### config.mk
export PLATFORM = sky130hd
export DESIGN_NAME = hexacopter_mixer_with_auto_throttle_flat
export DESIGN_NICKNAME = d
export VERILOG_FILES = /design/src/rtl/hmx_pkg.sv /design/src/rtl/hmx_stream_if.sv /design/src/rtl/hmx_regs.sv /design/src/rtl/hmx_seq.sv /design/src/rtl/hmx_mix.sv /design/src/rtl/hmx_limit.sv /design/src/rtl/hexacopter_mixer_with_auto_throttle.sv /design/src/flat_wrapper.sv
export VERILOG_INCLUDE_DIRS = /design/src /design/src/rtl
export SDC_FILE = /design/constraint.sdc
export NUM_CORES = 1
export LEC_CHECK = 0
export BUFFER_PORTS_ARGS = -buffer_cell sky130_fd_sc_hd__buf_2
export CAP_MARGIN = 15
export CELL_PAD_IN_SITES_DETAIL_PLACEMENT = 0
export CELL_PAD_IN_SITES_GLOBAL_PLACEMENT = 1
export CORE_ASPECT_RATIO = 2
export CORE_MARGIN = 4
export CORE_UTILIZATION = 36
export CTS_CLUSTER_DIAMETER = 30
export DETAILED_ROUTE_END_ITERATION = 8
export PLACE_DENSITY_LB_ADDON = 0.1
export SYNTH_ARGS = -nofsm -noshare
export SYNTH_HDL_FRONTEND = slang
export SYNTH_SLANG_ARGS = --single-unit
### constraint.sdc
create_clock -name clk -period 1.04 [get_ports clk]
set_input_delay 0.156 -clock clk [delete_from_list [all_inputs] [get_ports clk]]
set_output_delay 0.156 -clock clk [all_outputs]
set_load 0.02 [all_outputs]
### src/rtl/hexacopter_mixer_with_auto_throttle_macros.svh
// ----------------------------------------------------------------------------
// Hexacopter mixer assertion macros
// Concurrent assertion wrappers used by the top level of the motor mixer.
// ----------------------------------------------------------------------------
`ifndef HEXACOPTER_MIXER_WITH_AUTO_THROTTLE_MACROS_SVH
`define HEXACOPTER_MIXER_WITH_AUTO_THROTTLE_MACROS_SVH

`ifndef ASSERT_OFF

`define HMX_ASSERT_PROP(lbl, clk, rst_n, prop, msg) \
    lbl: assert property (@(posedge clk) disable iff (!rst_n) prop) else $error(msg);

`define HMX_ASSERT_NEVER(lbl, clk, rst_n, expr, msg) \
    lbl: assert property (@(posedge clk) disable iff (!rst_n) !(expr)) else $error(msg);

`else

`define HMX_ASSERT_PROP(lbl, clk, rst_n, prop, msg)

`define HMX_ASSERT_NEVER(lbl, clk, rst_n, expr, msg)

`endif

`endif

### src/rtl/hmx_pkg.sv
// ----------------------------------------------------------------------------
// Hexacopter mixer package
// Types, constants and register map shared by the motor mixer modules.
// ----------------------------------------------------------------------------
package hmx_pkg;

    localparam int THR_W       = 12;
    localparam int TERM_W      = 12;
    localparam int MOTOR_W     = 12;
    localparam int MAX_THR_W   = 12;
    localparam int MIN_THR_W   = 11;
    localparam int STICK_MIN_W = 11;
    localparam int SEQ_CNT_W   = 11;
    localparam int MIX_W       = 15;
    localparam int LIM_W       = MIX_W + 1;
    localparam int NUM_MOTORS  = 6;

    localparam int COEF_FRAC_BITS_DEF = 10;

    localparam int APB_ADDR_W = 4;
    localparam int APB_DATA_W = 32;

    localparam logic [1:0] REG_MAX_THROTTLE    = 2'd0;
    localparam logic [1:0] REG_MIN_THROTTLE    = 2'd1;
    localparam logic [1:0] REG_STICK_MIN_CHECK = 2'd2;

    localparam logic [MAX_THR_W-1:0]   MAX_THROTTLE_RST    = 12'd2000;
    localparam logic [MIN_THR_W-1:0]   MIN_THROTTLE_RST    = 11'd1100;
    localparam logic [STICK_MIN_W-1:0] STICK_MIN_CHECK_RST = 11'd1100;

    localparam int SEQ_HOLD_TICKS = 500;
    localparam int SEQ_END_TICK   = 1050;
    localparam int SEQ_STEP_TICKS = 50;
    localparam int SEQ_STEP_SIZE  = 20;
    localparam int SEQ_HOLD_THR   = 1520;
    localparam int SEQ_START_THR  = 1500;
    localparam int SEQ_FLOOR_THR  = 1400;
    localparam int SEQ_NUM_STEPS  = (SEQ_START_THR - SEQ_FLOOR_THR) / SEQ_STEP_SIZE;
    localparam int AUX_LOW        = 1400;
    localparam int AUX_HIGH       = 1600;
    localparam int IDLE_PWM       = 1000;

    typedef struct packed {
        logic [THR_W-1:0]         throttle_cmd;
        logic signed [TERM_W-1:0] roll_term;
        logic signed [TERM_W-1:0] pitch_term;
        logic signed [TERM_W-1:0] yaw_term;
        logic [THR_W-1:0]         aux_switch;
        logic [THR_W-1:0]         stick_throttle;
        logic                     armed;
        logic                     alt_hold;
    } hmx_tick_t;

    typedef struct packed {
        logic [MOTOR_W-1:0] motor_front_a;
        logic [MOTOR_W-1:0] motor_rear_a;
        logic [MOTOR_W-1:0] motor_front_b;
        logic [MOTOR_W-1:0] motor_rear_b;
        logic [MOTOR_W-1:0] motor_side_a;
        logic [MOTOR_W-1:0] motor_side_b;
    } hmx_motors_t;

    typedef struct packed {
        logic [MAX_THR_W-1:0]   max_throttle;
        logic [MIN_THR_W-1:0]   min_throttle;
        logic [STICK_MIN_W-1:0] stick_min_check;
    } hmx_cfg_t;

    typedef struct packed {
        logic [THR_W-1:0]         thr;
        logic signed [TERM_W-1:0] roll;
        logic signed [TERM_W-1:0] pitch;
        logic signed [TERM_W-1:0] yaw;
        logic                     force_idle;
    } hmx_stage1_t;

    typedef struct packed {
        logic signed [NUM_MOTORS-1:0][MIX_W-1:0] mix;
        logic                                    force_idle;
    } hmx_stage2_t;

    typedef struct packed {
        logic [SEQ_CNT_W-1:0] count;
        logic                 active;
        logic                 used;
    } hmx_seq_status_t;

    typedef struct packed {
        logic load1;
        logic load2;
        logic load3;
    } hmx_pipe_ctrl_t;

endpackage

### src/rtl/hmx_stream_if.sv
// ----------------------------------------------------------------------------
// Hexacopter mixer stream interface
// Valid/ready channel carrying one payload beat per handshake.
// ----------------------------------------------------------------------------
interface hmx_stream_if #(
    parameter type payload_t = logic
) ();

    logic     valid;
    logic     ready;
    payload_t payload;

    modport source (
        output valid,
        output payload,
        input  ready
    );

    modport sink (
        input  valid,
        input  payload,
        output ready
    );

endinterface

### src/rtl/hmx_regs.sv
// ----------------------------------------------------------------------------
// Hexacopter mixer configuration registers
// APB-style register file holding the throttle limits and stick threshold.
// ----------------------------------------------------------------------------
module hmx_regs
    import hmx_pkg::*;
(
    input  logic                  clk,
    input  logic                  rst_n,
    input  logic                  psel,
    input  logic                  penable,
    input  logic                  pwrite,
    input  logic [APB_ADDR_W-1:0] paddr,
    input  logic [APB_DATA_W-1:0] pwdata,
    output logic [APB_DATA_W-1:0] prdata,
    output logic                  pready,
    output hmx_cfg_t              cfg
);

    hmx_cfg_t   cfg_reg;
    logic [1:0] reg_index;
    logic       wr_en;

    assign reg_index = paddr[3:2];
    assign pready    = 1'b1;
    assign wr_en     = psel && penable && pwrite && pready;
    assign cfg       = cfg_reg;

    always_ff @(posedge clk or negedge rst_n)
    begin
        if (!rst_n)
        begin
            cfg_reg.max_throttle    <= MAX_THROTTLE_RST;
            cfg_reg.min_throttle    <= MIN_THROTTLE_RST;
            cfg_reg.stick_min_check <= STICK_MIN_CHECK_RST;
        end
        else if (wr_en)
        begin
            case (reg_index)
                REG_MAX_THROTTLE:
                begin
                    cfg_reg.max_throttle <= pwdata[MAX_THR_W-1:0];
                end
                REG_MIN_THROTTLE:
                begin
                    cfg_reg.min_throttle <= pwdata[MIN_THR_W-1:0];
                end
                REG_STICK_MIN_CHECK:
                begin
                    cfg_reg.stick_min_check <= pwdata[STICK_MIN_W-1:0];
                end
                default:
                begin
                end
            endcase
        end
    end

    always_comb
    begin
        case (reg_index)
            REG_MAX_THROTTLE:    prdata = APB_DATA_W'(cfg_reg.max_throttle);
            REG_MIN_THROTTLE:    prdata = APB_DATA_W'(cfg_reg.min_throttle);
            REG_STICK_MIN_CHECK: prdata = APB_DATA_W'(cfg_reg.stick_min_check);
            default:             prdata = '0;
        endcase
    end

endmodule

### src/rtl/hmx_seq.sv
// ----------------------------------------------------------------------------
// Hexacopter mixer take-off sequencer
// Runs the one-shot take-off throttle profile and registers the tick.
// ----------------------------------------------------------------------------
module hmx_seq
    import hmx_pkg::*;
(
    input  logic                   clk,
    input  logic                   rst_n,
    input  logic                   accept,
    input  hmx_tick_t              tick_data,
    input  logic [STICK_MIN_W-1:0] stick_min_check,
    output hmx_stage1_t            stage1,
    output hmx_seq_status_t        status
);

    logic [SEQ_CNT_W-1:0] count_reg;
    logic [SEQ_CNT_W-1:0] count_next;
    logic                 active_reg;
    logic                 active_next;
    logic                 used_reg;
    logic                 used_next;
    logic [SEQ_CNT_W-1:0] count_inc;
    logic [THR_W-1:0]     step_thr;
    logic [THR_W-1:0]     thr;
    logic                 trigger;
    logic                 stick_low;
    hmx_stage1_t          stage1_reg;
    hmx_stage1_t          stage1_next;

    assign count_inc = count_reg + SEQ_CNT_W'(1);
    assign trigger   = (tick_data.aux_switch > THR_W'(AUX_LOW)) &&
                       (tick_data.aux_switch < THR_W'(AUX_HIGH)) && !used_reg;
    assign stick_low = tick_data.stick_throttle < THR_W'(stick_min_check);

    always_comb
    begin
        step_thr = THR_W'(SEQ_START_THR);
        for (int k = 1; k <= SEQ_NUM_STEPS; k++)
        begin
            if (count_inc >= SEQ_CNT_W'(SEQ_HOLD_TICKS + SEQ_STEP_TICKS * k))
            begin
                step_thr = THR_W'(SEQ_START_THR - SEQ_STEP_SIZE * k);
            end
        end
    end

    always_comb
    begin
        used_next   = used_reg || trigger;
        active_next = active_reg || trigger;
        count_next  = count_reg;
        thr         = tick_data.throttle_cmd;
        if (active_next)
        begin
            count_next = count_inc;
            if (count_reg < SEQ_CNT_W'(SEQ_HOLD_TICKS))
            begin
                thr = THR_W'(SEQ_HOLD_THR);
            end
            else if (count_reg <= SEQ_CNT_W'(SEQ_END_TICK))
            begin
                thr = step_thr;
            end
            else
            begin
                active_next = 1'b0;
            end
        end
    end

    always_comb
    begin
        stage1_next.thr        = thr;
        stage1_next.roll       = tick_data.roll_term;
        stage1_next.pitch      = tick_data.pitch_term;
        stage1_next.yaw        = tick_data.yaw_term;
        stage1_next.force_idle = !tick_data.armed ||
                                 (!tick_data.alt_hold && stick_low && !active_next);
    end

    always_ff @(posedge clk or negedge rst_n)
    begin
        if (!rst_n)
        begin
            count_reg  <= '0;
            active_reg <= 1'b0;
            used_reg   <= 1'b0;
        end
        else if (accept)
        begin
            count_reg  <= count_next;
            active_reg <= active_next;
            used_reg   <= used_next;
        end
    end

    always_ff @(posedge clk)
    begin
        if (accept)
        begin
            stage1_reg <= stage1_next;
        end
    end

    assign stage1        = stage1_reg;
    assign status.count  = count_reg;
    assign status.active = active_reg;
    assign status.used   = used_reg;

endmodule

### src/rtl/hmx_mix.sv
// ----------------------------------------------------------------------------
// Hexacopter mixer hex-X mixing stage
// Forms the six motor mixes; the four fixed-point ones are truncated toward zero.
// ----------------------------------------------------------------------------
module hmx_mix
    import hmx_pkg::*;
#(
    parameter int COEF_FRAC_BITS = COEF_FRAC_BITS_DEF
)
(
    input  logic        clk,
    input  logic        load,
    input  hmx_stage1_t stage1,
    output hmx_stage2_t stage2
);

    localparam int SUM_W = MIX_W + COEF_FRAC_BITS + 2;
    localparam logic signed [SUM_W-1:0] COEF_HALF = SUM_W'(1 << (COEF_FRAC_BITS - 1));
    localparam logic signed [SUM_W-1:0] COEF_866  =
        SUM_W'(((866 << COEF_FRAC_BITS) + 500) / 1000);
    localparam logic signed [SUM_W-1:0] TRUNC_BIAS = SUM_W'((1 << COEF_FRAC_BITS) - 1);

    logic signed [SUM_W-1:0] thr_e;
    logic signed [SUM_W-1:0] roll_e;
    logic signed [SUM_W-1:0] pitch_e;
    logic signed [SUM_W-1:0] yaw_e;
    logic signed [SUM_W-1:0] base_a;
    logic signed [SUM_W-1:0] base_b;
    logic signed [SUM_W-1:0] roll_half;
    logic signed [SUM_W-1:0] pitch_866;
    hmx_stage2_t             stage2_reg;
    hmx_stage2_t             stage2_next;

    function automatic logic signed [MIX_W-1:0] trunc_frac(input logic signed [SUM_W-1:0] s);
        logic signed [SUM_W-1:0] adj;
        adj = s + (s[SUM_W-1] ? TRUNC_BIAS : SUM_W'(0));
        return MIX_W'(adj >>> COEF_FRAC_BITS);
    endfunction

    assign thr_e     = SUM_W'($signed({1'b0, stage1.thr}));
    assign roll_e    = SUM_W'(stage1.roll);
    assign pitch_e   = SUM_W'(stage1.pitch);
    assign yaw_e     = SUM_W'(stage1.yaw);
    assign base_a    = (thr_e - yaw_e) <<< COEF_FRAC_BITS;
    assign base_b    = (thr_e + yaw_e) <<< COEF_FRAC_BITS;
    assign roll_half = roll_e * COEF_HALF;
    assign pitch_866 = pitch_e * COEF_866;

    always_comb
    begin
        stage2_next.mix[0]     = trunc_frac(base_a + roll_half + pitch_866);
        stage2_next.mix[1]     = trunc_frac(base_b - roll_half - pitch_866);
        stage2_next.mix[2]     = trunc_frac(base_b - roll_half + pitch_866);
        stage2_next.mix[3]     = trunc_frac(base_a + roll_half - pitch_866);
        stage2_next.mix[4]     = MIX_W'(thr_e + roll_e + yaw_e);
        stage2_next.mix[5]     = MIX_W'(thr_e - roll_e - yaw_e);
        stage2_next.force_idle = stage1.force_idle;
    end

    always_ff @(posedge clk)
    begin
        if (load)
        begin
            stage2_reg <= stage2_next;
        end
    end

    assign stage2 = stage2_reg;

endmodule

### src/rtl/hmx_limit.sv
// ----------------------------------------------------------------------------
// Hexacopter mixer limiting stage
// Shifts the mixes under the ceiling, clamps them and applies motor idle.
// ----------------------------------------------------------------------------
module hmx_limit
    import hmx_pkg::*;
(
    input  logic        clk,
    input  logic        load,
    input  hmx_stage2_t stage2,
    input  hmx_cfg_t    cfg,
    output hmx_motors_t motors
);

    logic signed [LIM_W-1:0]                  lo;
    logic signed [LIM_W-1:0]                  hi;
    logic signed [LIM_W-1:0]                  max01;
    logic signed [LIM_W-1:0]                  max23;
    logic signed [LIM_W-1:0]                  max45;
    logic signed [LIM_W-1:0]                  max03;
    logic signed [LIM_W-1:0]                  top;
    logic signed [LIM_W-1:0]                  excess;
    logic signed [LIM_W-1:0]                  shifted [NUM_MOTORS];
    logic [NUM_MOTORS-1:0][MOTOR_W-1:0]       pwm;
    hmx_motors_t                              motors_reg;
    hmx_motors_t                              motors_next;

    function automatic logic signed [LIM_W-1:0] smax(input logic signed [LIM_W-1:0] a,
                                                     input logic signed [LIM_W-1:0] b);
        return (b > a) ? b : a;
    endfunction

    assign lo     = LIM_W'($signed({1'b0, cfg.min_throttle}));
    assign hi     = LIM_W'($signed({1'b0, cfg.max_throttle}));
    assign max01  = smax(LIM_W'($signed(stage2.mix[0])), LIM_W'($signed(stage2.mix[1])));
    assign max23  = smax(LIM_W'($signed(stage2.mix[2])), LIM_W'($signed(stage2.mix[3])));
    assign max45  = smax(LIM_W'($signed(stage2.mix[4])), LIM_W'($signed(stage2.mix[5])));
    assign max03  = smax(max01, max23);
    assign top    = smax(max03, max45);
    assign excess = (top > hi) ? (top - hi) : LIM_W'(0);

    always_comb
    begin
        for (int i = 0; i < NUM_MOTORS; i++)
        begin
            shifted[i] = LIM_W'($signed(stage2.mix[i])) - excess;
            if (stage2.force_idle)
            begin
                pwm[i] = MOTOR_W'(IDLE_PWM);
            end
            else if (shifted[i] < lo)
            begin
                pwm[i] = lo[MOTOR_W-1:0];
            end
            else if (shifted[i] > hi)
            begin
                pwm[i] = hi[MOTOR_W-1:0];
            end
            else
            begin
                pwm[i] = shifted[i][MOTOR_W-1:0];
            end
        end
    end

    always_comb
    begin
        motors_next.motor_front_a = pwm[0];
        motors_next.motor_rear_a  = pwm[1];
        motors_next.motor_front_b = pwm[2];
        motors_next.motor_rear_b  = pwm[3];
        motors_next.motor_side_a  = pwm[4];
        motors_next.motor_side_b  = pwm[5];
    end

    always_ff @(posedge clk)
    begin
        if (load)
        begin
            motors_reg <= motors_next;
        end
    end

    assign motors = motors_reg;

endmodule

### src/rtl/hexacopter_mixer_with_auto_throttle.sv
// ----------------------------------------------------------------------------
// Hexacopter X motor mixer with automatic take-off throttle
// An accepted tick beat passes the sequencer, mix and limit registers to its motor beat.
// Throughput is one tick per cycle while motors.ready is not stalling, set by the three-register pipeline.
// Reset clears the sequencer state and the pipeline valid flags and restores the register defaults.
// ----------------------------------------------------------------------------
`include "hexacopter_mixer_with_auto_throttle_macros.svh"

module hexacopter_mixer_with_auto_throttle
    import hmx_pkg::*;
#(
    parameter int COEF_FRAC_BITS = COEF_FRAC_BITS_DEF
)
(
    input  logic                  clk,
    input  logic                  rst_n,
    hmx_stream_if.sink            tick,
    hmx_stream_if.source          motors,
    input  logic                  psel,
    input  logic                  penable,
    input  logic                  pwrite,
    input  logic [APB_ADDR_W-1:0] paddr,
    input  logic [APB_DATA_W-1:0] pwdata,
    output logic [APB_DATA_W-1:0] prdata,
    output logic                  pready
);

    hmx_cfg_t        cfg;
    hmx_stage1_t     stage1;
    hmx_stage2_t     stage2;
    hmx_motors_t     motors_data;
    hmx_seq_status_t seq_status;
    hmx_pipe_ctrl_t  ctrl;
    logic            en1;
    logic            en2;
    logic            en3;
    logic            v1_reg;
    logic            v2_reg;
    logic            v3_reg;
    logic            accept;

    assign en3    = !v3_reg || motors.ready;
    assign en2    = !v2_reg || en3;
    assign en1    = !v1_reg || en2;
    assign accept = tick.valid && en1;

    assign ctrl.load1 = accept;
    assign ctrl.load2 = en2 && v1_reg;
    assign ctrl.load3 = en3 && v2_reg;

    always_ff @(posedge clk or negedge rst_n)
    begin
        if (!rst_n)
        begin
            v1_reg <= 1'b0;
            v2_reg <= 1'b0;
            v3_reg <= 1'b0;
        end
        else
        begin
            if (en1)
            begin
                v1_reg <= tick.valid;
            end
            if (en2)
            begin
                v2_reg <= v1_reg;
            end
            if (en3)
            begin
                v3_reg <= v2_reg;
            end
        end
    end

    hmx_regs u_regs (
        .clk     (clk),
        .rst_n   (rst_n),
        .psel    (psel),
        .penable (penable),
        .pwrite  (pwrite),
        .paddr   (paddr),
        .pwdata  (pwdata),
        .prdata  (prdata),
        .pready  (pready),
        .cfg     (cfg)
    );

    hmx_seq u_seq (
        .clk             (clk),
        .rst_n           (rst_n),
        .accept          (ctrl.load1),
        .tick_data       (tick.payload),
        .stick_min_check (cfg.stick_min_check),
        .stage1          (stage1),
        .status          (seq_status)
    );

    hmx_mix #(
        .COEF_FRAC_BITS (COEF_FRAC_BITS)
    ) u_mix (
        .clk    (clk),
        .load   (ctrl.load2),
        .stage1 (stage1),
        .stage2 (stage2)
    );

    hmx_limit u_limit (
        .clk    (clk),
        .load   (ctrl.load3),
        .stage2 (stage2),
        .cfg    (cfg),
        .motors (motors_data)
    );

    assign tick.ready     = en1;
    assign motors.valid   = v3_reg;
    assign motors.payload = motors_data;

    `HMX_ASSERT_NEVER(a_seq_one_shot, clk, rst_n, seq_status.active && !seq_status.used, "take-off sequence active without having been started")

    `HMX_ASSERT_PROP(a_seq_count_step, clk, rst_n, (accept && seq_status.active) |=> (seq_status.count == $past(seq_status.count) + 11'd1), "sequence count did not advance on an active tick")

    `HMX_ASSERT_PROP(a_stall_full, clk, rst_n, !tick.ready |-> (v1_reg && v2_reg && v3_reg && !motors.ready), "tick stalled while the pipeline has room")

endmodule
### src/flat_wrapper.sv
// flat-port wrapper written by rule: the top's interface ports become plain ports
module hexacopter_mixer_with_auto_throttle_flat import hmx_pkg::*;
#(
    parameter int COEF_FRAC_BITS = COEF_FRAC_BITS_DEF
)
  (clk, rst_n, psel, penable, pwrite, paddr, pwdata, prdata, pready, tick_valid, tick_payload, tick_ready, motors_valid, motors_payload, motors_ready);
  hmx_stream_if tick_i ();
  hmx_stream_if motors_i ();
  input  logic clk;
  input  logic rst_n;
  input  logic psel;
  input  logic penable;
  input  logic pwrite;
  input  logic [APB_ADDR_W-1:0] paddr;
  input  logic [APB_DATA_W-1:0] pwdata;
  output logic [APB_DATA_W-1:0] prdata;
  output logic pready;
  input wire logic [$bits(tick_i.valid)-1:0] tick_valid;
  input wire logic [$bits(tick_i.payload)-1:0] tick_payload;
  output wire logic [$bits(tick_i.ready)-1:0] tick_ready;
  output wire logic [$bits(motors_i.valid)-1:0] motors_valid;
  output wire logic [$bits(motors_i.payload)-1:0] motors_payload;
  input wire logic [$bits(motors_i.ready)-1:0] motors_ready;
  assign tick_i.valid = tick_valid;
  assign tick_i.payload = tick_payload;
  assign tick_ready = tick_i.ready;
  assign motors_valid = motors_i.valid;
  assign motors_payload = motors_i.payload;
  assign motors_i.ready = motors_ready;
  hexacopter_mixer_with_auto_throttle #(.COEF_FRAC_BITS(COEF_FRAC_BITS)) u_core (.clk(clk), .rst_n(rst_n), .tick(tick_i), .motors(motors_i), .psel(psel), .penable(penable), .pwrite(pwrite), .paddr(paddr), .pwdata(pwdata), .prdata(prdata), .pready(pready));
endmodule
; Word-level counts from Yosys, hierarchy flattened
; Index checks and enable logic that the tools add are counted.
; Widths: inputs -> output; s select.
[totals]
wordCells = 21
out_inout_bits = 36
register_bits = 37
[op_classes]
eq_ne = 2
muxes = 1
reduce_logical = 12
[op_table]
columns = cell, n
row1 = $pmux 12 s3, 1
row2 = $reduce_and 2->1, 3
row3 = $logic_not 1->1, 3
row4 = $logic_or 1x1->1, 3
row5 = $eq 2x1->1 const B, 1
row6 = $eq 2x2->1 const B, 1
row7 = $logic_and 1x1->1, 2
row8 = $logic_not 2->1, 1

; Depth between registers and ports, before layout
; Gate-level depths: netlist of the first run.
[logic_depth]
ltp_word = 4
depth_mapped = 5
depth_no_buf = 3

; Modules after synthesis
; A second synthesis of the first run with hierarchy kept.
[hier_totals]
hier_cells = 3813
area_unflattened_um2 = 34598.2
[modules_own_cells]
columns = module, seq_area_each_um2, n_inst, cells_each, area_each_um2
row1 = hmx_mix, 2732.6, 1, 1733, 15339.7
row2 = hmx_limit, 2162.1, 1, 1656, 14139.8
row3 = hmx_seq, 1796.7, 1, 274, 3223.1
row4 = hmx_regs, 868.3, 1, 137, 1750.4
row5 = hexacopter_mixer_with_auto_throttle, 75.1, 1, 13, 145.1

; Least setup slack after synthesis of the first run
; Ideal clock, no wire load.
[synth_timing]
path_kind = input port to output port
from = in paddr[2]
to = out prdata[10]
slack_ps = -195
t_required_ps = 884
stages = 4
n_path_buf = 2
t_arrival_ps = 1079
path_cell_list = buf_6 buf_2 mux2i_1 o21ai_0
[synth_via]
elab_chain_len = 2
word_cells_on_any_way = 4
cone_classes = eq/ne: 2 / mux: 1 / reduce/logical: 1
[synth_lines]
columns = item, line
row1 = start: declaration, flat_wrapper.sv:14  ; input logic [APB_ADDR_W-1:0] paddr;
row2 = $eq 2x2->1 (tied with other cells), hmx_regs.sv:61  ; case (reg_index)
row3 = $pmux 12 s3 *, hmx_regs.sv:61
row4 = end: declaration, flat_wrapper.sv:16  ; output logic [APB_DATA_W-1:0] prdata;
; Mark *: on every way between the ends. The rest lies on a longest branch, timed or not.

; Worst setup path after layout of the first run
[layout_timing]
from = reg u_core.u_regs.cfg_reg, in the netlist u_core.u_regs.cfg[32]
to = out prdata[10]
[layout_via]
elab_chain_len = 1
[layout_lines]
columns = item, line
row1 = start: declaration, hmx_regs.sv:20  ; hmx_cfg_t cfg_reg;
row2 = $pmux 12 s3, hmx_regs.sv:61
; No other way between the ends.

==> flow_summary_export.csv, run 1 <==
group,metric,value,unit
yosys,ys_warn_count,0,
worst_setup_path,setup.worst_path.class,"flop to primary output",
yosys,yosys.cell_types.count,21,
yosys,ys_seq_area_frac,0.506,
clock_tree,cts_root_buf,"clkbuf_8",
placed_design,place_area,0.00214,sq mm
run,drv_cap,0,
yosys,synth_edf_count,0,
detailed_routing,drt-pass1-iter-count,4,
floorplanning,die_area,0.00647,sq mm
pwr,power_switching_share,0.271,
pwr,p_clk_frac,0.290,
global_route,grt-ovfl-total,0,
yosys,syn_area_per_cell,12.8,sq um
layout,design_area,0.00237,sq mm
worst_setup_path,critPathMaxFanout,2,
clock_tree,cts.sinks,37,
detailed_routing,drt-total-wl,4120,um
layout,largest_reg_flops,34,
yosys,yosys.area.top_type,"dfrtp_1",
placed_design,place_inst,239,
layout,fin_nets,239,
timing,hold_violations,0,
pwr,pwr-share-seq,0.451,
layout,multi_input_area,856,sq um
clock_tree,cts_tree,"yes",
floorplanning,fp.dieH,110,um
layout,num_antenna_cells,0,
worst_hold_path,holdCritPathClass,"input port to flop",
floorplanning,core-area,0.00495,sq mm
timing,fin_tns_setup,-2.84,ns
placed_design,routabilityCongestion,0.733,
layout,drive_gt1_frac,0.612,
timing,rsz0062_at_grt,"yes",
layout,fillers,492,
placed_design,dp_hpwl,3050,um
worst_setup_path,cpPeakStageDelay,0.55,ns
global_route,grt_pass1_vias,1316,
yosys,yosysTopAreaCellShare,0.309,
worst_setup_path,endpoint_kind,"primary output",
timing,period_needed,1.35,ns
outcome,status,"finished with violations",
global_route,antenna_found_initial,0,
detailed_routing,drcViolationCount,0,
pwr,p_sw,1.21,mW
detailed_routing,post_drt_wl_per_cell,16.3,um
layout,fin_cells,253,
timing,setup_viol,13,
outcome,violations,"negative setup slack",
clock_tree,htree_levels,2,
detailed_routing,vias_per_cell,4.58,
pwr,leakage,1.14,nW
yosys,yosysMostFrequentCell,"mux2_2",
timing,fmax,741,MHz
global_route,grt_pass1_wl,6540,um
pwr,power,4.47,mW
layout,area_growth,27.0,%
placed_design,dpl_worst_slack,-0.277,ns
placed_design,port-buffer-count,34,
timing,final.period_utilization,1.30,
worst_setup_path,cp_cell_sequence,"mux2i_1 -> o21ai_1 -> buf_4",
worst_setup_path,cpMaxStageDelayCell,"dfstp_2",
pwr,powerDensity,1890,mW/mm^2
yosys,ys_seq_elements,37,
yosys,async_reset_ff_frac,1.00,
global_route,grtUsageTotal,0.137,
yosys,synthTopCellsByArea,"dfrtp_1 31%, dfstp_2 20%, mux2_2 14%, buf_4 8.9%, mux2_4 8.0%",
yosys,yosys-top-cells-count,"24 x mux2_2, 23 x dfrtp_1, 22 x buf_4, 14 x dfstp_2",
yosys,syn_area,0.00187,sq mm
yosys,netlist_instances,146,
layout,fin_util,0.478,
timing,fin_skew,0.00183,ns
floorplanning,initial_core_util,0.377,
detailed_routing,drtIter0Drc,23,
pwr,p_comb_frac,0.259,
timing,hold_ws,0.0620,ns
layout,seq_area,943,sq um
worst_setup_path,cp_data_arrival_time,1.19,ns
timing,setup_slack,-0.310,ns
clock_tree,cts_buffers,5,
detailed_routing,num_vias,1160,
floorplanning,ios,80,
global_route,grt_max_degree,29,
detailed_routing,postRouteAntennaNets,0,
worst_setup_path,setup.worst_path.start_class,"flop",
clock_tree,clock_path_buffers,2,
worst_setup_path,cp.required,0.88,ns
pwr,p_int,3.26,mW
yosys,synth_flop_cell,"dfrtp_1",
floorplanning,rows,36,
clock_tree,clkTransAtPathRegs,0.08,ns
floorplanning,die_w,58.9,um
pwr,ir_drop,1.33,mV
timing,final_max_slew_viol_count,0,
clock_tree,clk_latency,0.28,ns
power by group through the flow:
| stage | registers [mW] | clock network [mW] | logic (mW) |
|---|---|---|---|
| finish | 2.02 | 1.30 | 1.16 |
| detailed placement | 2.04 | 0 | 1.03 |
| floorplan | 1.99 | 0 | 0.823 |
| CTS | 2.02 | 1.35 | 1.15 |
| global route | 2.05 | 1.40 | 1.26 |
| global placement | 2.03 | 0 | 1.00 |
path summary, 6_finish.rpt:
check                                                  start                           endpoint  slack, ns  depth (start not counted)
min                                               tick_valid          u_core.v1_reg$_DFFE_PN0P_       0.06                          2
max in group asynchronous                              rst_n   u_core.u_regs.cfg[2]$_DFFE_PN1P_       0.26                          3
max                        u_core.u_regs.cfg[32]$_DFFE_PN1P_                         prdata[10]      -0.31                          3
min reg2reg                        u_core.v1_reg$_DFFE_PN0P_          u_core.v2_reg$_DFFE_PN0P_       0.47                          1
min in group asynchronous                              rst_n  u_core.u_regs.cfg[33]$_DFFE_PN0P_       0.26                          2
max reg2reg                u_core.u_regs.cfg[27]$_DFFE_PN0P_  u_core.u_regs.cfg[27]$_DFFE_PN0P_       0.16                          2
final cells by class:
class,instances,share of cell area
multi-input combinational,99,0.361
tap,57,0.0301
clock buffer,6,0.0349
timing repair buffer,51,0.158
sequential,37,0.398
inverter,1,0.00158
clock inverter,2,0.0158
layer usage:
| metal | vias up | part of all wire | GRT usage |
|---|---|---|---|
| li1 | 552 | - | - |
| met1 | 573 | 0.37 | 0.144 |
| met2 | 30 | 0.56 | 0.251 |
| met3 | 5 | 0.049 | 0.0353 |
| met4 | 0 | 0.017 | 0.0535 |
| met5 | - | 0 | 0 |
worst max-delay path: cells and delay by family (launching register included):
kind / cells / cell delay, ns
flops: 1 / 0.55
compound gates: 1 / 0.13
mux: 1 / 0.07
buf+inv: 1 / 0.16
cell usage in the layout, fill, tap and decap left out:
cell	instances
buf_6	9
nor3b_2	3
mux2_2	20
dfrtp_1	23
conb_1	22
nand2b_1	1
clkbuf_8	6
bufinv_16	1
nor2b_1	1
nand4_1	1
a21o_1	1
clkinvlp_4	1
or3_4	1
dlygate4sd3_1	1
dfstp_2	14
o21ai_2	8
o21ai_1	3
nand3_4	1
buf_2	23
nand2_1	11
a31o_2	1
inv_1	1
buf_4	17
mux2_4	14
buf_12	1
mux2i_1	11
timing repair:
| action | CTS | global route |
|---|---|---|
| setup buffers | 2 | 3 |
| endpoints found under the hold margin | 9 | 0 |
| resized for setup | 20 | 2 |
| endpoints found under the setup margin | 13 | 16 |
| pin swaps | 1 | 1 |
| hold buffers | 1 | 0 |
logic make-up after synthesis:
family,Yosys count,share of synthesized area
muxes,45,0.284
and+or+nand+nor,19,0.0530
AOI/OAI and AO/OA,13,0.0382
other,2,0.00403
DFF,37,0.506
buffers and inverters,30,0.115
No activity file was read; power rests on OpenSTA's default activity.
==> run 2, diff against run 1 <==
- BUFFER_PORTS_ARGS: -buffer_cell sky130_fd_sc_hd__buf_2 -> -buffer_cell sky130_fd_sc_hd__buf_4
- GPL_TIMING_DRIVEN: not set -> 0
==> flow_summary_export.csv, run 2 (synthesis results as in run 1) <==
group,metric,value,unit
layout,final_common_cell,"buf_4",
pwr,powerDensity,1660,mW/mm^2
detailed_routing,postRouteAntennaNets,0,
worst_setup_path,r2r_slack,0.15,ns
worst_setup_path,cp_data_arrival_time,1.17,ns
timing,period_needed,1.33,ns
worst_setup_path,setup.worst_path.class,"flop to primary output",
timing,hold_violations,0,
global_route,grt.busiest_layer,"met2",
global_route,antenna_found_initial,0,
timing,rsz0062_at_grt,"yes",
floorplanning,fp.dieH,110,um
placed_design,routabilityCongestion,0.680,
pwr,leakage,1.25,nW
clock_tree,clock_path_buffers,2,
floorplanning,die_area,0.00647,sq mm
global_route,grt-ovfl-total,0,
layout,largest_reg_flops,34,
placed_design,port-buffer-count,33,
global_route,grt_pass1_vias,1446,
clock_tree,cts_tree,"yes",
layout,num_antenna_cells,0,
clock_tree,clk_latency,0.28,ns
clock_tree,cts.sinks,37,
worst_setup_path,cp_cell_sequence,"mux2i_1 -> o21ai_2 -> buf_6",
global_route,use_met3,0.0353,
pwr,p_clk_frac,0.220,
timing,final.period_utilization,1.28,
placed_design,dp_hpwl,3110,um
worst_setup_path,endpoint_kind,"primary output",
worst_setup_path,crit_family,"flip-flops",
global_route,grt_max_degree,38,
floorplanning,ios,80,
clock_tree,cts_buffers,5,
detailed_routing,num_vias,1255,
clock_tree,htree_levels,2,
worst_setup_path,cpPeakStageDelay,0.53,ns
layout,fin_cells,271,
layout,fin_nets,257,
layout,final_cell_mix,"53 x buf_4, 23 x dfrtp_1, 22 x conb_1",
global_route,grt_pass1_wl,7080,um
timing,fin_skew,0.00647,ns
pwr,ir_drop,0.948,mV
outcome,violations,"negative setup slack",
layout,drive_gt1_frac,0.636,
pwr,p_int,3.04,mW
floorplanning,die_w,58.9,um
pwr,power_switching_share,0.280,
timing,final_max_slew_viol_count,0,
floorplanning,core-area,0.00495,sq mm
worst_setup_path,setup.worst_path.start_class,"flop",
worst_setup_path,crit_buf_inv,1,
worst_setup_path,critPathMaxFanout,2,
timing,setup_slack,-0.287,ns
detailed_routing,post_drt_wl_per_cell,16.2,um
worst_hold_path,holdCritPathClass,"input port to flop",
run,drv_cap,0,
worst_setup_path,cpMaxStageDelayCell,"dfstp_2",
pwr,pwr-share-seq,0.478,
timing,fmax,754,MHz
floorplanning,rows,36,
detailed_routing,vias_per_cell,4.63,
pwr,p_comb_frac,0.302,
floorplanning,initial_core_util,0.377,
detailed_routing,drtIter0Drc,27,
placed_design,place_inst,256,
global_route,grtUsageTotal,0.149,
detailed_routing,drt-pass1-iter-count,4,
detailed_routing,drt-total-wl,4380,um
global_route,grt_use_met1,0.156,
layout,area_growth,36.8,%
pwr,power,4.23,mW
detailed_routing,drcViolationCount,0,
worst_setup_path,cp.required,0.88,ns
timing,setup_viol,14,
clock_tree,clkTransAtPathRegs,0.07,ns
clock_tree,cts_root_buf,"clkbuf_8",
layout,fin_util,0.515,
global_route,met2_usage,0.277,
pwr,p_sw,1.18,mW
outcome,status,"finished with violations",
[run 2: stage by stage]
| stage | setup TNS, ns | setup WS, ns | hold WS [ns] | area, sq um |
|---|---|---|---|---|
| 2_1_floorplan | -1.99 | -0.172 | -0.140 | 2030 |
| 3_3_place_gp | -11.23 | -0.419 | 0.125 | 2350 |
| 3_5_place_dp | -11.26 | -0.432 | 0.137 | 2350 |
| 4_1_cts | -3.07 | -0.298 | 0.0666 | 2510 |
| 5_1_grt | -3.87 | -0.352 | 0.0813 | 2550 |
| 6_report | -2.94 | -0.287 | 0.0708 | 2550 |
[run 2: metal layers]
| layer | part of all wire | vias to the layer above |
|---|---|---|
| met5 | 0 | - |
| met3 | 0.048 | 5 |
| met2 | 0.58 | 31 |
| met4 | 0.014 | 0 |
| li1 | - | 587 |
| met1 | 0.36 | 632 |
[run 2: timing repair]
action                     CTS  global route
hold endpoints to repair    23             0
setup endpoints to repair   13            24
setup buffers                5             1
pin swaps                    3             3
resized for setup           13             9
hold buffers                 1             0
[run 2: final timing paths]
| path | start | endpoint | depth (start not counted) |
|---|---|---|---|
| hold / removal | tick_valid | u_core.v1_reg$_DFFE_PN0P_ | 2 |
| hold reg to reg | u_core.v1_reg$_DFFE_PN0P_ | u_core.v2_reg$_DFFE_PN0P_ | 1 |
| setup reg to reg | u_core.motors.valid$_DFFE_PN0P_ | u_core.v2_reg$_DFFE_PN0P_ | 2 |
| max in group asynchronous | rst_n | u_core.u_regs.cfg[29]$_DFFE_PN1P_ | 2 |
| min in group asynchronous | rst_n | u_core.u_regs.cfg[33]$_DFFE_PN0P_ | 2 |
| setup / recovery | u_core.u_regs.cfg[13]$_DFFE_PN1P_ | prdata[2] | 3 |
[run 2: area by class of cell]
| type | instances | area, sq um |
|---|---|---|
| fillers | 472 | 2400 |
| flip-flops and latches | 37 | 943 |
| multi-input cells | 99 | 868 |
| repair buffers | 40 | 340 |
| plain buffers | 29 | 243 |
| clock buffers | 7 | 76.3 |
| well taps | 57 | 71.3 |
| clock inverters | 1 | 5.00 |
| inverters | 1 | 3.75 |
[run 2: power by group through the flow]
stage | Clock, mW | Combinational, mW | Sequential, mW
floorplan | 0 | 0.823 | 1.99
global placement | 0 | 1.11 | 2.01
detailed placement | 0 | 1.15 | 2.05
CTS | 0.976 | 1.27 | 2.02
global route | 1.05 | 1.38 | 2.06
finish | 0.931 | 1.28 | 2.02
==> run 3, diff against run 2 <==
- SKIP_CTS_REPAIR_TIMING: not set -> 1
- SKIP_LAST_GASP: not set -> 1
==> flow_summary_export.csv, run 3 (synthesis results as in run 1) <==
group,metric,value,unit
detailed_routing,drcViolationCount,0,
pwr,powerDensity,1670,mW/mm^2
timing,period_needed,1.33,ns
clock_tree,htree_levels,2,
placed_design,dp_hpwl,3110,um
pwr,p_sw,1.18,mW
global_route,grt_max_degree,38,
floorplanning,die_w,58.9,um
layout,largest_reg_flops,34,
worst_setup_path,r2r_slack,0.15,ns
layout,multi_input_area,868,sq um
timing,final.period_utilization,1.28,
worst_hold_path,min_from,"tick_valid",
layout,final_cell_mix,"50 x buf_4, 23 x dfrtp_1, 22 x conb_1",
clock_tree,clk_latency,0.28,ns
detailed_routing,vias_per_cell,4.63,
clock_tree,cts_root_buf,"clkbuf_8",
layout,area_growth,34.9,%
pwr,leakage,1.23,nW
worst_setup_path,endpoint_kind,"primary output",
pwr,pwr-share-seq,0.482,
placed_design,port-buffer-count,33,
layout,seq_area,943,sq um
run,drv_cap,0,
outcome,status,"finished with violations",
layout,num_antenna_cells,0,
timing,final_max_slew_viol_count,0,
pwr,p_int,3.02,mW
pwr,p_comb_frac,0.296,
timing,fin_tns_setup,-2.99,ns
global_route,grt-ovfl-total,0,
timing,setup_slack,-0.291,ns
worst_setup_path,cp.required,0.88,ns
worst_hold_path,holdCritPathClass,"input port to flop",
floorplanning,core-area,0.00495,sq mm
placed_design,routabilityCongestion,0.680,
layout,design_area,0.00252,sq mm
floorplanning,die_area,0.00647,sq mm
worst_setup_path,setup.worst_path.start_class,"flop",
floorplanning,rows,36,
clock_tree,cts.sinks,37,
detailed_routing,drt-pass1-iter-count,4,
global_route,grt_pass1_wl,6870,um
worst_setup_path,rr_startpoint,"u_core.motors.valid$_DFFE_PN0P_",
clock_tree,cts_buffers,5,
pwr,power_switching_share,0.281,
global_route,grtUsageTotal,0.145,
timing,fin_skew,0.00653,ns
layout,fin_nets,254,
timing,hold_violations,0,
clock_tree,cts_tree,"yes",
detailed_routing,postRouteAntennaNets,0,
placed_design,place_area,0.00235,sq mm
layout,drive_gt1_frac,0.630,
pwr,power,4.19,mW
detailed_routing,post_drt_wl_per_cell,16.2,um
worst_setup_path,cp_data_arrival_time,1.17,ns
detailed_routing,drtIter0Drc,11,
outcome,violations,"negative setup slack",
floorplanning,initial_core_util,0.377,
worst_setup_path,setup.worst_path.class,"flop to primary output",
timing,setup_viol,16,
placed_design,dpl_worst_slack,-0.432,ns
pwr,p_clk_frac,0.222,
worst_hold_path,hold_depth,2,
floorplanning,fp.dieH,110,um
worst_setup_path,rr_worst_depth,2,
timing,rsz0062_at_grt,"yes",
global_route,antenna_found_initial,0,
layout,final_common_cell,"buf_4",
global_route,grt_pass1_vias,1392,
floorplanning,ios,80,
clock_tree,clock_path_buffers,2,
detailed_routing,drt-total-wl,4350,um
clock_tree,clkTransAtPathRegs,0.07,ns
worst_setup_path,reg2reg_to,"u_core.v2_reg$_DFFE_PN0P_",
pwr,ir_drop,0.922,mV
layout,fin_util,0.508,
worst_setup_path,critPathMaxFanout,2,
detailed_routing,num_vias,1241,
layout,fillers,475,
worst_hold_path,hold_end,"u_core.v1_reg$_DFFE_PN0P_",
timing,fmax,752,MHz
-- run 3: final cells by class --
class / count / share of cell area
Inverter: 1 / 0.00149
Clock buffer: 7 / 0.0303
Timing Repair Buffer: 37 / 0.125
Sequential cell: 37 / 0.375
Multi-Input combinational cell: 99 / 0.345
Tap cell: 57 / 0.0283
Clock inverter: 1 / 0.00199
Buffer: 29 / 0.0930
-- run 3: critical path, stage by stage (launching register included) --
cell and delay, ns:
dfstp_2 0.53, mux2i_1 0.08, o21ai_2 0.15, buf_6 0.14
-- run 3: through the flow --
step,instances,hold slack [ns]
floorplan,166,-0.140
global placement,256,0.125
detailed placement,256,0.137
CTS,264,-0.174
global route,268,0.0813
finish,268,0.0699
-- run 3: how the worst max path moves through the flow --
stage | slack, ns | endpoint | startpoint
floorplan | -0.17 | u_core.u_regs.cfg[24]$_DFFE_PN0P_ | paddr[2]
global placement | -0.42 | prdata[10] | paddr[3]
detailed placement | -0.43 | prdata[10] | paddr[3]
CTS | -0.43 | prdata[10] | paddr[3]
global route | -0.35 | prdata[3] | u_core.u_regs.cfg[14]$_DFFE_PN1P_
finish | -0.29 | prdata[2] | u_core.u_regs.cfg[13]$_DFFE_PN1P_
-- run 3: power groups by stage --
| stage | sequential (mW) | clock [mW] | combinational [mW] |
|---|---|---|---|
| final | 2.02 | 0.931 | 1.24 |
| after global routing | 2.06 | 1.05 | 1.34 |
| after CTS | 2.02 | 0.976 | 1.16 |
| after detailed placement | 2.05 | 0 | 1.15 |
| after global placement | 2.01 | 0 | 1.11 |
| after floorplan | 1.99 | 0 | 0.823 |
-- run 3: layer usage --
layer  up-vias  wire [um]  GRT usage
met2        29       2550      0.267
met1       625       1520      0.152
met3         6        209     0.0364
met4         0         74     0.0583
li1        581          -          -
met5         -          0          0
